$ cat src/rtl/core/pcmac_pkg.sv
// Shared types and constants for the per-channel moving average change unit.
// No dependencies; every other file in rtl/core imports this package.
`default_nettype none

package pcmac_pkg;

    localparam int WINDOW_DEF   = 20;
    localparam int CHANNELS_DEF = 64;

    localparam int CH_W       = 6;
    localparam int STAMP_W    = 31;
    localparam int AVG_W      = 32;
    localparam int DIFF_W     = 32;
    localparam int IN_DATA_W  = 40;
    localparam int OUT_DATA_W = 32;

    // result queue behind the pipeline
    localparam int OUT_DEPTH = 16;
    localparam int OUT_AW    = $clog2(OUT_DEPTH);
    localparam int OUT_CNT_W = $clog2(OUT_DEPTH + 1);

    typedef enum logic {
        ACT_SAMPLE = 1'b0,
        ACT_CLEAR  = 1'b1
    } t_action;

    typedef struct packed {
        logic                    changed;
        logic signed [AVG_W-1:0] average;
    } t_result;

    // exact window sum width: one interval plus log2 of the window
    function automatic int sum_width(input int window);
        return AVG_W + $clog2(window);
    endfunction

endpackage

`default_nettype wire

$ cat src/rtl/core/pcmac_outq.sv
// Result queue between the fixed-latency pipeline and the output stream.
// Register-based FIFO of OUT_DEPTH entries. Depends on pcmac_pkg.
`default_nettype none

module pcmac_outq
    import pcmac_pkg::*;
(
    input  wire logic    i_clk,
    input  wire logic    i_rst_n,
    input  wire logic    i_push,
    input  wire t_result i_data,
    input  wire logic    i_pop,
    output logic         o_valid,
    output t_result      o_data
);

    t_result              r_mem [OUT_DEPTH];
    logic [OUT_AW-1:0]    r_wr_ptr;
    logic [OUT_AW-1:0]    r_rd_ptr;
    logic [OUT_CNT_W-1:0] r_count;
    logic                 pop_ok;

    assign pop_ok = i_pop && (r_count != '0);

    always_ff @(posedge i_clk) begin
        if (i_push) begin
            r_mem[r_wr_ptr] <= i_data;
        end
    end

    always_ff @(posedge i_clk) begin
        if (!i_rst_n) begin
            r_wr_ptr <= '0;
            r_rd_ptr <= '0;
            r_count  <= '0;
        end else begin
            if (i_push) begin
                r_wr_ptr <= r_wr_ptr + 1'b1;
            end
            if (pop_ok) begin
                r_rd_ptr <= r_rd_ptr + 1'b1;
            end
            r_count <= r_count + OUT_CNT_W'(i_push) - OUT_CNT_W'(pop_ok);
        end
    end

    assign o_valid = r_count != '0;
    assign o_data  = r_mem[r_rd_ptr];

endmodule

`default_nettype wire

$ cat config.mk
export PLATFORM = sky130hd
export DESIGN_NAME = pcmac_outq
export DESIGN_NICKNAME = d
export VERILOG_FILES = /design/src/rtl/core/pcmac_pkg.sv /design/src/rtl/core/pcmac_outq.sv
export SDC_FILE = /design/constraint.sdc
export NUM_CORES = 1
export LEC_CHECK = 0
export BUFFER_PORTS_ARGS = -buffer_cell sky130_fd_sc_hd__buf_2
export CORE_MARGIN = 4
export CORE_UTILIZATION = 55
export DETAILED_ROUTE_END_ITERATION = 10
export PLACE_DENSITY = 0.75
export SETUP_SLACK_MARGIN = 0.15
export SLEW_MARGIN = 20
export SYNTH_ARGS = -nofsm -noshare
export SYNTH_HDL_FRONTEND = slang
export SYNTH_SLANG_ARGS = --single-unit
$ cat constraint.sdc
create_clock -name i_clk -period 2.8 [get_ports i_clk]
set_input_delay 0.28 -clock i_clk [delete_from_list [all_inputs] [get_ports i_clk]]
set_output_delay 0.28 -clock i_clk [all_outputs]
set_load 0.01 [all_outputs]
* Word-level counts from Yosys, hierarchy flattened *
Memory sizes are Yosys's and may differ from the RTL's. A register that Yosys moved wholly into a read port is not among the register bits.
Index checks and enable logic that the tools add are counted.

storage, ports and cells
  bits in registers = 13
  RAM bits = 528
  bits of input ports = 37
  output and inout bits = 34
  word-level logic and storage cells = 14
  memories = 1

memories
  name   words  bits a word  read ports  clocked after Yosys merged registers in  wr ports  line              RTL
  r_mem  16     33           1           1                                        1         pcmac_outq.sv:17  t_result r_mem [OUT_DEPTH];

operators by class
  $add $sub $neg = 4
  multiplexer cells = 4
  reduce and logical (&&, ||, !) cells = 2

operator list
  kind                   count
  $add A4 B1 Y4 const B  2
  $mux W4                2
  $add A5 B1 Y5          1
  $reduce_bool A5 Y1     1
  $sub A5 B1 Y5          1
  $mux W1                2
  $logic_and A1 B1 Y1    1

* Depth between registers and ports, before layout *
  depth after elaboration = 4
  gate-level depth with buffers = 14
  mapped depth without buffers = 13

* Worst setup path after synthesis *
No wires, ideal clock.

  path type = flip-flop to flip-flop
  start point = register r_count[3]
  end point = register r_count[4]
  setup time = 0.116 ns
  data arrival time = 2.836 ns
  required time = 2.684 ns
  setup slack = -0.152 ns
  cell stages (with the launch flop) = 15
  buffers on the path = 1
  clock period less this slack = 2.952 ns
  cell sequence = dfxtp_1 > inv_1 > ha_1 > or4b_1 > clkbuf_1 > nand2_1 > inv_1 > ha_1 > inv_1 > ha_1 > fa_1 > a21oi_1 > nor2_1 > or3_1 > and3_1

between the ends
  longest elaborated chain between the ends = 3
  elaborated cells on any way between the ends = 4
  classes of those cells = 2 x add/sub; 2 x reduce/logical

ends and longest elaborated chain
  what                    line              RTL
  start, declared         pcmac_outq.sv:20  logic [OUT_CNT_W-1:0] r_count;
  start signal, assigned  pcmac_outq.sv:43  r_count <= r_count + OUT_CNT_W'(i_push) - OUT_CNT_W'(pop_ok);
  $reduce_bool A5 Y1      -
  named net o_valid       pcmac_outq.sv:13  output logic o_valid,
  $logic_and A1 B1 Y1     pcmac_outq.sv:23  assign pop_ok = i_pop && (r_count != '0);
  $sub A5 B1 Y5           pcmac_outq.sv:43

The timed path passes the listed nets, and every way through them passes these cells.
A chain may end at the register's enable or synchronous reset.

* Final worst setup path *
  start point = register r_count[2]
  end point = register r_count[4]

between the ends
  longest elaborated chain between the ends = 3
  elaborated cells on any way between the ends = 4
  classes of those cells = 2 x add/sub; 2 x reduce/logical

ends and longest elaborated chain
  what                                                                   line
  parallel branches: the longest is 2 deep, another holds $add A5 B1 Y5  -
  $sub A5 B1 Y5 *                                                        pcmac_outq.sv:43

Every way passes the cells marked *.

==> results.json <==
{
  "status": "complete, no violations",
  "syn_area_per_cell_um2": 22.9,
  "timing.setup.tns_ns": 0,
  "grt_pass1_wl_um": 67000,
  "syn2layout_area_growth_pct": 18.3,
  "p_leak_nw": 7.90,
  "drt-wirelength-per-cell_um": 28.1,
  "port_buffers": 70,
  "synth.most_common_cell": "edfxtp_1",
  "synth_top_area_frac": 0.763,
  "gp_congestion": 0.717,
  "rows": 70,
  "grt_max_degree": 44,
  "h-tree-depth": 2,
  "drv_slew": 0,
  "fill_cells": 2282,
  "dp_hpwl_um": 22800,
  "synth_nets": 958,
  "critPathRequiredTime_ns": 3.26,
  "vias": 10068,
  "async_flop_share": 0,
  "grt_pass1_vias": 10321,
  "fin_worst_skew_ns": 0.0247,
  "cts_sinks": 545,
  "root_buffer": "clkbuf_16",
  "yosys_warnings": 0,
  "clock_latency_ns": 0.58,
  "synth_edf_count": 528,
  "ys_types": 32,
  "p_per_area_mw_per_mm2": 824,
  "ios": 71,
  "routed_via_density": 6.24,
  "startpoint_type": "flop",
  "start_util": 0.562,
  "yosysTopAreaCell": "edfxtp_1",
  "core-area_mm2": 0.0370,
  "nNetsFinal": 1116,
  "die_width_um": 202,
  "ys_seq_elements": 545,
  "drt_pre_antenna_iters": 5,
  "post-route-period-util": 0.961,
  "ant_nets": 0,
  "instances_no_fill": 1614,
  "synthFlopType": "edfxtp_1",
  "synth_area_mm2": 0.0208,
  "arrival_ns": 3.15,
  "vdd_ir_drop_max_mv": 0.497,
  "hold_buffers": 0,
  "track_usage": 0.220,
  "cp-end-kind": "flop",
  "cts.clk_slew.worst_paths_ns": 0.06,
  "drtIter0Drc": 1160,
  "synthTopCellsByCount": "528 x edfxtp_1, 114 x mux4_2, 66 x a22oi_1",
  "layout_min_cycle_time_ns": 2.69,
  "cts_tree": "done",
  "cap_violations": 0,
  "max_slew_margin": 0.547,
  "tightest_slew_ns": 0.680,
  "critPathKind": "reg -> reg",
  "synth.area.top_cells": "edfxtp_1 76%, mux4_2 12%, a22oi_1 2.4%",
  "drc_errors": 0,
  "dieArea_mm2": 0.0410,
  "antenna_found_initial": 3,
  "cts_max_path_buffers": 3,
  "max_freq_mhz": 371,
  "wl_um": 45300,
  "grt_overflow_total": 0,
  "dpl.cell_count": 1476,
  "finalSetupViolCount": 0,
  "regToRegSetupSlack_ns": 0.11,
  "seq_area_frac_synth": 0.779,
  "cts_made_buffers": 53,
  "fin_hold_ws_ns": 0.0603,
  "rsz0062_at_grt": "yes",
  "hp-class": "in -> reg",
  "critPathMaxFanout": 2,
  "final-hold-violation-count": 0,
  "die_h_um": 202,
  "synthCells": 909,
  "drive_gt1_frac": 0.386
}
## critical path: stages (launching register included)
cell and delay, ns:
dfxtp_2 0.32, inv_2 0.06, ha_2 0.15, or4b_4 0.47, nand2_4 0.08, inv_2 0.04, ha_4 0.25, inv_2 0.04
ha_4 0.15, fa_2 0.35, a21oi_2 0.13, nor2_1 0.06, or3_1 0.35, and3_1 0.14
## path summary, 6_finish.rpt
| path | from | end | depth (start not counted) |
|---|---|---|---|
| max reg2reg | r_count[2]$_SDFF_PN0_ | r_count[4]$_SDFF_PN0_ | 13 |
| max | r_count[2]$_SDFF_PN0_ | r_count[4]$_SDFF_PN0_ | 13 |
| min reg2reg | r_rd_ptr[1]$_SDFFE_PN0N_ | r_rd_ptr[1]$_SDFFE_PN0N_ | 2 |
| min | i_pop | r_rd_ptr[1]$_SDFFE_PN0N_ | 3 |
## placed cells by master, fill, tap and decap left out, types with 4 or more instances in the layout
master,Yosys,final
a22oi_1,66,26
a22oi_2,0,40
and2_1,28,11
and2_2,0,17
buf_12,6,26
buf_16,0,8
buf_2,13,67
buf_4,0,41
buf_6,2,5
clkbuf_1,22,9
clkbuf_16,0,58
clkinv_1,0,14
clkinv_2,0,12
dfxtp_1,17,13
edfxtp_1,528,528
ha_1,11,7
inv_1,9,5
inv_2,0,4
mux4_1,18,12
mux4_2,114,120
nand2_1,37,29
nand2_2,0,7
xnor2_1,6,6
## area by class of cell
class,count,area [µm²],area share
antenna,1,2.50,0.000102
clock buffer,63,1390,0.0563
clock inverter,34,265,0.0108
inverter,9,33.8,0.00137
multi-input combinational,307,4530,0.184
sequential,545,16200,0.659
tap,504,631,0.0256
timing repair buffer,151,1540,0.0626
## registers in the layout, summed over array words and instances, names as in the netlist, named ones only
name and count:
r_rd_ptr 4, r_count 5, r_mem 528, r_wr_ptr 4
## report_power, final
group,leakage (nW),internal [W],total [W],switching [W]
Sequential,4.91,0.00910,0.00921,0.000105
Combinational,2.17,0.00241,0.00430,0.00189
Clock,0.818,0.00382,0.00675,0.00293
## what timing repair did
action | in CTS | in global routing
buffers inserted | 19 | 12
gates resized for setup | 31 | 52
hold endpoints to repair | 0 | 0
endpoints found under the setup margin | 34 | 29
pin swaps | 6 | 25
gates cloned | 5 | 4
## cells by family after synthesis
family,Yosys count,share of synthesized area
AOI/OAI and AO/OA,71,0.0253
xor gates and xnor gates,9,0.00379
adders and majority gates,12,0.00758
buffers and inverters,57,0.0176
DFF,545,0.779
muxes,133,0.147
and+or+nand+nor,82,0.0200
## metal layers
metal	part of all wire	track usage
met1	0.39	0.321
met2	0.50	0.349
met3	0.088	0.0478
met4	0.019	0.0550
met5	0.00060	0
## per-stage QoR
step / utilization / power, W / setup WS [ns] / instance area (µm²)
2_1_floorplan: - / 0.0119 / 0.0757 / 20800
3_3_place_gp: 0.598 / 0.0126 / 0.0680 / 22100
3_5_place_dp: 0.598 / 0.0127 / 0.0541 / 22100
4_1_cts: 0.653 / 0.0199 / 0.0752 / 24200
5_1_grt: 0.665 / 0.0211 / 0.0237 / 24600
6_report: 0.665 / 0.0203 / 0.108 / 24600
(Power assumes the default switching activity.)
