==> config.mk <==
export PLATFORM = sky130hd
export DESIGN_NAME = pcmac_div
export DESIGN_NICKNAME = d
export VERILOG_FILES = /design/src/rtl/core/pcmac_pkg.sv /design/src/rtl/core/pcmac_div.sv
export SDC_FILE = /design/constraint.sdc
export NUM_CORES = 1
export LEC_CHECK = 0
export ABC_CLOCK_PERIOD_IN_PS = 9020
export BUFFER_PORTS_ARGS = -buffer_cell sky130_fd_sc_hd__buf_2
export CORE_UTILIZATION = 64
export CTS_CLUSTER_SIZE = 40
export DETAILED_ROUTE_END_ITERATION = 8
export PLACE_DENSITY = 0.82
export SLEW_MARGIN = 30
export SYNTH_ARGS = -nofsm -noshare
export SYNTH_HDL_FRONTEND = slang
export SYNTH_SLANG_ARGS = --single-unit
==> constraint.sdc <==
create_clock -name i_clk -period 9.02 [get_ports i_clk]
set_input_delay 0.902 -clock i_clk [delete_from_list [all_inputs] [get_ports i_clk]]
set_output_delay 0.902 -clock i_clk [all_outputs]
set_load 0.02 [all_outputs]
==> src/rtl/core/pcmac_pkg.sv <==
// Shared types and constants for the per-channel moving average change unit.
// No dependencies; every other file in rtl/core imports this package.
`default_nettype none

package pcmac_pkg;

    localparam int WINDOW_DEF   = 20;
    localparam int CHANNELS_DEF = 64;

    localparam int CH_W       = 6;
    localparam int STAMP_W    = 31;
    localparam int AVG_W      = 32;
    localparam int DIFF_W     = 32;
    localparam int IN_DATA_W  = 40;
    localparam int OUT_DATA_W = 32;

    // result queue behind the pipeline
    localparam int OUT_DEPTH = 16;
    localparam int OUT_AW    = $clog2(OUT_DEPTH);
    localparam int OUT_CNT_W = $clog2(OUT_DEPTH + 1);

    typedef enum logic {
        ACT_SAMPLE = 1'b0,
        ACT_CLEAR  = 1'b1
    } t_action;

    typedef struct packed {
        logic                    changed;
        logic signed [AVG_W-1:0] average;
    } t_result;

    // exact window sum width: one interval plus log2 of the window
    function automatic int sum_width(input int window);
        return AVG_W + $clog2(window);
    endfunction

endpackage

`default_nettype wire

==> src/rtl/core/pcmac_div.sv <==
// Pipelined rounded division of a signed window sum by the window length.
// Reciprocal multiply in two partial products, then one correction step. Depends on pcmac_pkg.
`default_nettype none

module pcmac_div
    import pcmac_pkg::*;
#(
    parameter int  WINDOW = WINDOW_DEF,
    localparam int SUM_W  = sum_width(WINDOW)
) (
    input  wire logic                    i_clk,
    input  wire logic                    i_rst_n,
    input  wire logic                    i_valid,
    input  wire logic signed [SUM_W-1:0] i_sum,
    output logic                         o_valid,
    output logic signed [AVG_W-1:0]      o_avg
);

    localparam int DIVISOR = 2 * WINDOW;
    localparam int X_W     = SUM_W;
    localparam int K       = X_W;
    localparam int XL      = X_W / 2;
    localparam int XH      = X_W - XL;
    localparam int P_W     = X_W + K;
    localparam int D_W     = $clog2(DIVISOR + 1);
    localparam int QD_W    = AVG_W + D_W;
    localparam logic [K-1:0] RECIP = K'((64'd1 << K) / DIVISOR);

    logic [4:0] r_vld;

    logic [X_W-1:0]    r_a_x;
    logic              r_a_neg;
    logic [XL+K-1:0]   r_b_plo;
    logic [XH+K-1:0]   r_b_phi;
    logic [X_W-1:0]    r_b_x;
    logic              r_b_neg;
    logic [AVG_W-1:0]  r_c_q;
    logic [X_W-1:0]    r_c_x;
    logic              r_c_neg;
    logic [QD_W-1:0]   r_d_qd;
    logic [AVG_W-1:0]  r_d_q;
    logic [X_W-1:0]    r_d_x;
    logic              r_d_neg;
    logic signed [AVG_W-1:0] r_e_avg;

    // 2*|sum| + WINDOW in one add: modular arithmetic handles the negative side
    logic [SUM_W:0] two_s;
    logic [SUM_W:0] x_full;
    logic [P_W-1:0] prod;
    logic [X_W-1:0] rem;
    logic [AVG_W-1:0] q_fix;

    always_comb begin
        two_s  = {i_sum, 1'b0};
        x_full = i_sum[SUM_W-1] ? (SUM_W+1)'(WINDOW) - two_s
                                : two_s + (SUM_W+1)'(WINDOW);
        prod   = {r_b_phi, {XL{1'b0}}} + P_W'(r_b_plo);
        rem    = r_d_x - X_W'(r_d_qd);
        q_fix  = r_d_q + AVG_W'(rem >= X_W'(DIVISOR));
    end

    always_ff @(posedge i_clk) begin
        if (!i_rst_n) begin
            r_vld <= '0;
        end else begin
            r_vld <= {r_vld[3:0], i_valid};
        end
    end

    always_ff @(posedge i_clk) begin
        r_a_x   <= x_full[X_W-1:0];
        r_a_neg <= i_sum[SUM_W-1];

        r_b_plo <= (XL+K)'(r_a_x[XL-1:0]) * (XL+K)'(RECIP);
        r_b_phi <= (XH+K)'(r_a_x[X_W-1:XL]) * (XH+K)'(RECIP);
        r_b_x   <= r_a_x;
        r_b_neg <= r_a_neg;

        // estimate is the quotient or one below it
        r_c_q   <= prod[K +: AVG_W];
        r_c_x   <= r_b_x;
        r_c_neg <= r_b_neg;

        r_d_qd  <= QD_W'(r_c_q) * QD_W'(DIVISOR);
        r_d_q   <= r_c_q;
        r_d_x   <= r_c_x;
        r_d_neg <= r_c_neg;

        r_e_avg <= r_d_neg ? -q_fix : q_fix;
    end

    assign o_valid = r_vld[4];
    assign o_avg   = r_e_avg;

endmodule

`default_nettype wire

# Yosys cells after proc, flatten, opt, wreduce, memory -nomap -nowiden
# Index checks and enable logic that the tools add are counted.
# W data, S select, Z words.
[totals]
register_bits = 384
in_bits = 40
elab_cells = 27
out_inout_bits = 33
[op_classes]
n_mul = 3
add_sub_neg = 6
muxes = 2
magnitude_cmp = 1
[ops]
columns = ["cell", "count"]
rows = [
  ["$add A69 B50 Y69", 1],
  ["$mul A19 B30 Y49 const B", 1],
  ["$mul A18 B30 Y48 const B", 1],
  ["$add A37 B5 Y37 const B", 1],
  ["$ge A37 B6 Y1 const B", 1],
  ["$mux W37", 1],
  ["$sub A37 B37 Y37", 1],
  ["$sub A5 B37 Y37 const A", 1],
  ["$mul A32 B3 Y34 const B", 1],
  ["$add A32 B1 Y32", 1],
  ["$mux W32", 1],
  ["$neg A32 Y32", 1],
]

# Longest topological paths before layout
[depth]
ltp_word = 5
depth_mapped = 29

# Least setup slack after synthesis
# Ideal clock, no wire load.
[synth_timing]
path_type = "reg-to-reg"
from = "reg r_a_x[10]"
to = "reg r_b_plo[49]"
slack_ns = 2.715
path_stages_with_launch = 24
arrival_ns = 6.184
setup_time_ns = 0.121
t_required_ns = 8.899
cell_sequence = "dfxtp_1 -> inv_1 -> ha_1 -> fa_1 -> inv_1 -> fa_1 -> inv_1 -> fa_1 -> inv_1 -> fa_1 -> fa_1 -> ha_1 -> buf_2 -> a21oi_2 -> a21oi_1 -> a211o_1 -> a211o_1 -> a221o_1 -> o311a_1 -> a41oi_1 -> o31ai_1 -> a21oi_2 -> o21bai_1 -> xnor2_1"
[synth_via]
elab_chain_cells = 1
[synth_rtl]
columns = ["element", "line_no", "text"]
rows = [
  ["start: declaration", "pcmac_div.sv:31", "logic [X_W-1:0] r_a_x;"],
  ["start signal: assignment", "pcmac_div.sv:71", "r_a_x <= x_full[X_W-1:0];"],
  ["$mul A18 B30 Y48", "pcmac_div.sv:74", "r_b_plo <= (XL+K)'(r_a_x[XL-1:0]) * (XL+K)'(RECIP);"],
  ["end signal: assignment", "pcmac_div.sv:74", ""],
  ["end: declaration", "pcmac_div.sv:33", "logic [XL+K-1:0] r_b_plo;"],
]
# Every way passes these cells.
# A chain may end at the register's enable or synchronous reset.

# Worst setup path after layout
[layout_timing]
from = "reg r_d_q[1]"
to = "reg r_e_avg[31] (netlist: o_avg[31])"
[layout_via]
elab_chain_cells = 3
[layout_rtl]
columns = ["element", "line_no", "text"]
rows = [
  ["start: declaration", "pcmac_div.sv:41", "logic [AVG_W-1:0] r_d_q;"],
  ["start signal: assignment", "pcmac_div.sv:85", "r_d_q <= r_c_q;"],
  ["$add A32 B1 Y32 (*)", "pcmac_div.sv:59", "q_fix = r_d_q + AVG_W'(rem >= X_W'(DIVISOR));"],
  ["$neg A32 Y32", "pcmac_div.sv:89", "r_e_avg <= r_d_neg ? -q_fix : q_fix;"],
  ["$mux W32 (*)", "pcmac_div.sv:89", ""],
  ["end signal: assignment", "pcmac_div.sv:89", ""],
  ["end: declaration", "pcmac_div.sv:44", "logic signed [AVG_W-1:0] r_e_avg;"],
]
# Mark *: on every way between the ends. The rest lies on a longest branch, timed or not.

==> results by group <==
Global route
  • First-pass GRT wire length: 91.04 mm
  • Vias in the first global route: 18240
  • Overflow after GRT: 0
  • Initial antenna violation count: 2
  • Tot GR Track Use: 0.2979
  • Largest net degree at the start of global routing: 64

Setup path
  • CP arrival: 7480 ps
  • Crit path max fanout: 9
  • WS Path Type: reg -> reg
  • CP endpoint kind: register
  • CP required: 9500 ps
  • Startpoint Class: register

Synth
  • Yosys cell types: 92
  • Area fraction of the dominant cell type after synthesis: 0.2971
  • Main synth FF type: dfxtp_1
  • Syn avg cell area: 9.814 µm²
  • Yosys reg bits: 359
  • Number of synthesis warnings: 0
  • Post-synth ARST share: 0
  • Synth Cell Area: 0.02419 mm²
  • Cells after Synth: 2465
  • Synthesized Nets: 3030
  • Post-synth EDFFs: 0
  • Top cells by area, synth: dfxtp_1 (30%), ha_1 (19%), fa_1 (13%)
  • Top-count cell post-synth: ha_1
  • Area leader, netlist: dfxtp_1
  • Top post-synthesis cells by count: ha_1 (369), dfxtp_1 (359), inv_1 (313)
  • Sequential area share after synthesis: 0.2971

Placement
  • Place WS: 2186 ps
  • Gpl congestion: 1.041
  • Port Buffer Count: 72
  • Post-DP HPWL: 45.26 mm

Clock tree
  • Clock transition at the registers of the reported paths: 60 ps
  • Total CTS buffers: 39
  • H-tree level count: 2
  • Cells resized by post-CTS repair: 0
  • # clock sinks: 359
  • Hold buffers post-CTS: 0
  • CTS tree: built
  • Root Driver: clkbuf_16
  • Longest Clk Path Bufs: 3
  • Postcts setup bufs: 0
  • Worst-Skew Late Latency: 570 ps

Timing
  • Fmax: 142.9 MHz
  • Final setup vio count: 0
  • Tcrit/Tclk final: 0.7759
  • Slew @ Worst Pin: 846.3 ps
  • Fin. Hold Viols: 0
  • Crit path setup slack, layout: 2021 ps
  • Setup TNS: 0 ps
  • RSZ-0062 raised after global routing: no
  • Max Slew Vio Count: 0
  • Skew final: 26.00 ps
  • Slew HR: 0.4310
  • Minimum clock period: 6999 ps

Route
  • WL/cell: 17.95 µm
  • DRC errors left: 0
  • Drt pass-1 iters: 5
  • Drt first-iter violations: 1066
  • Vias: 17680
  • Antenna violation net count after detailed routing: 0
  • DR vias/cell: 5.745
  • Total wire length: 55.24 mm

Outcome
  • Run status: completed

Min path
  • HP Class: reg -> reg

Floorplanning
  • Initial core utilization: 0.6561
  • # IOs: 73
  • Core Box Area: 0.03687 mm²
  • Die height: 196.4 µm
  • Die width: 196.4 µm
  • Rows: 70
  • Die Footprint: 0.03858 mm²

Job
  • Max cap viols: 0

Finish
  • Share of layout cells above drive strength 1: 0.07309
  • Layout Nets: 3107
  • P&R area growth vs syn: 9.714%
[final cells by class]
class	count	area [µm²]
multi-input combinational	1755	15660
fill	2646	10330
sequential	359	7188
inverter	313	1175
clock buffer	46	1074
tap	504	630.6
clock inverter	25	436.7
timing repair buffer	74	375.4
antenna	2	5.005
[kinds of logic (layout without fill, tap and decap cells)]
logic type,Yosys count,in the layout,synth area share
buf+inv,351,458,0.05596
mux,11,11,0.004603
other cells,0,2,0
fa+ha+maj,525,525,0.3200
simple gates,486,486,0.1032
flops,359,359,0.2971
compound gates,503,503,0.1359
xor+xnor,230,230,0.08327
[flip-flops by register name, summed over array words and instances (netlist names)]
name	cells
r_b_phi	49
r_a_x	36
r_c_x	36
r_d_x	36
r_b_x	34
o_avg	32
r_c_q	32
r_d_q	32
r_d_qd	32
r_b_plo	31
r_vld	5
r_a_neg	1
r_b_neg	1
r_c_neg	1
r_d_neg	1
[cells in the final DEF (no fill, tap or decap), types with 54 or more instances in the layout]
| cell type | netlist | routed |
|---|---|---|
| fa_1 | 156 | 156 |
| inv_1 | 313 | 313 |
| ha_1 | 369 | 369 |
| dfxtp_1 | 359 | 358 |
| a21o_1 | 63 | 63 |
| o21ai_0 | 99 | 99 |
| a21oi_1 | 146 | 146 |
| nand3_1 | 54 | 54 |
| nand2_1 | 117 | 117 |
| buf_2 | 5 | 72 |
| xnor2_1 | 153 | 153 |
| nor2_1 | 100 | 100 |
| xor2_1 | 77 | 77 |
[critical path, stage by stage (launching register included)]
cell and delay (ps):
dfxtp_1 430, inv_1 120, fa_1 460, a21o_1 210, nand3_1 120, nor4bb_1 500
or2_1 220, o21ai_2 100, a311oi_1 590, o21ai_0 260, nor3b_1 210, and4b_1 220
o2111ai_1 100, a311o_1 250, ha_1 300, ha_1 340, and2_1 300, nand3_2 230
nor2_2 340, nand3_1 140, xor2_1 270, and3_1 270, nor3b_2 250, nand3_1 160
o41ai_1 390, xnor2_1 160
[routing by layer]
| layer | track usage | vias up | wire [µm] |
|---|---|---|---|
| met1 | 0.3688 | 8463 | 23170 |
| met3 | 0.05544 | 110 | 3458 |
| met4 | 0.1030 | 0 | 1670 |
| li1 | - | 8612 | - |
| met2 | 0.5193 | 497 | 26940 |
| met5 | 0 | - | 0 |
[through the flow]
step / instance area [µm²] / hold WS (ps) / utilization / std cells
6_report: 26540 / 306.2 / 0.7198 / 3078
5_1_grt: 26540 / 330.2 / 0.7197 / 3077
4_1_cts: 26530 / 319.6 / 0.7195 / 3076
3_5_place_dp: 25020 / 312.1 / 0.6785 / 3005
3_3_place_gp: 25020 / 310.6 / 0.6785 / 3005
2_1_floorplan: 24190 / 309.6 / - / 2465
[worst paths after layout]
kind | start | to | slack, ps | cells past startpoint
max | r_d_q[1] | o_avg[31] | 2020 | 25
min | r_c_x[15] | r_d_x[15] | 310 | 0
max reg2reg | r_d_q[1] | o_avg[31] | 2020 | 25
min reg2reg | r_c_x[15] | r_d_x[15] | 310 | 0
Power is left out: the tool's default activity adds up to more than one toggle a clock period on the data nets, which glitch-free logic cannot reach.
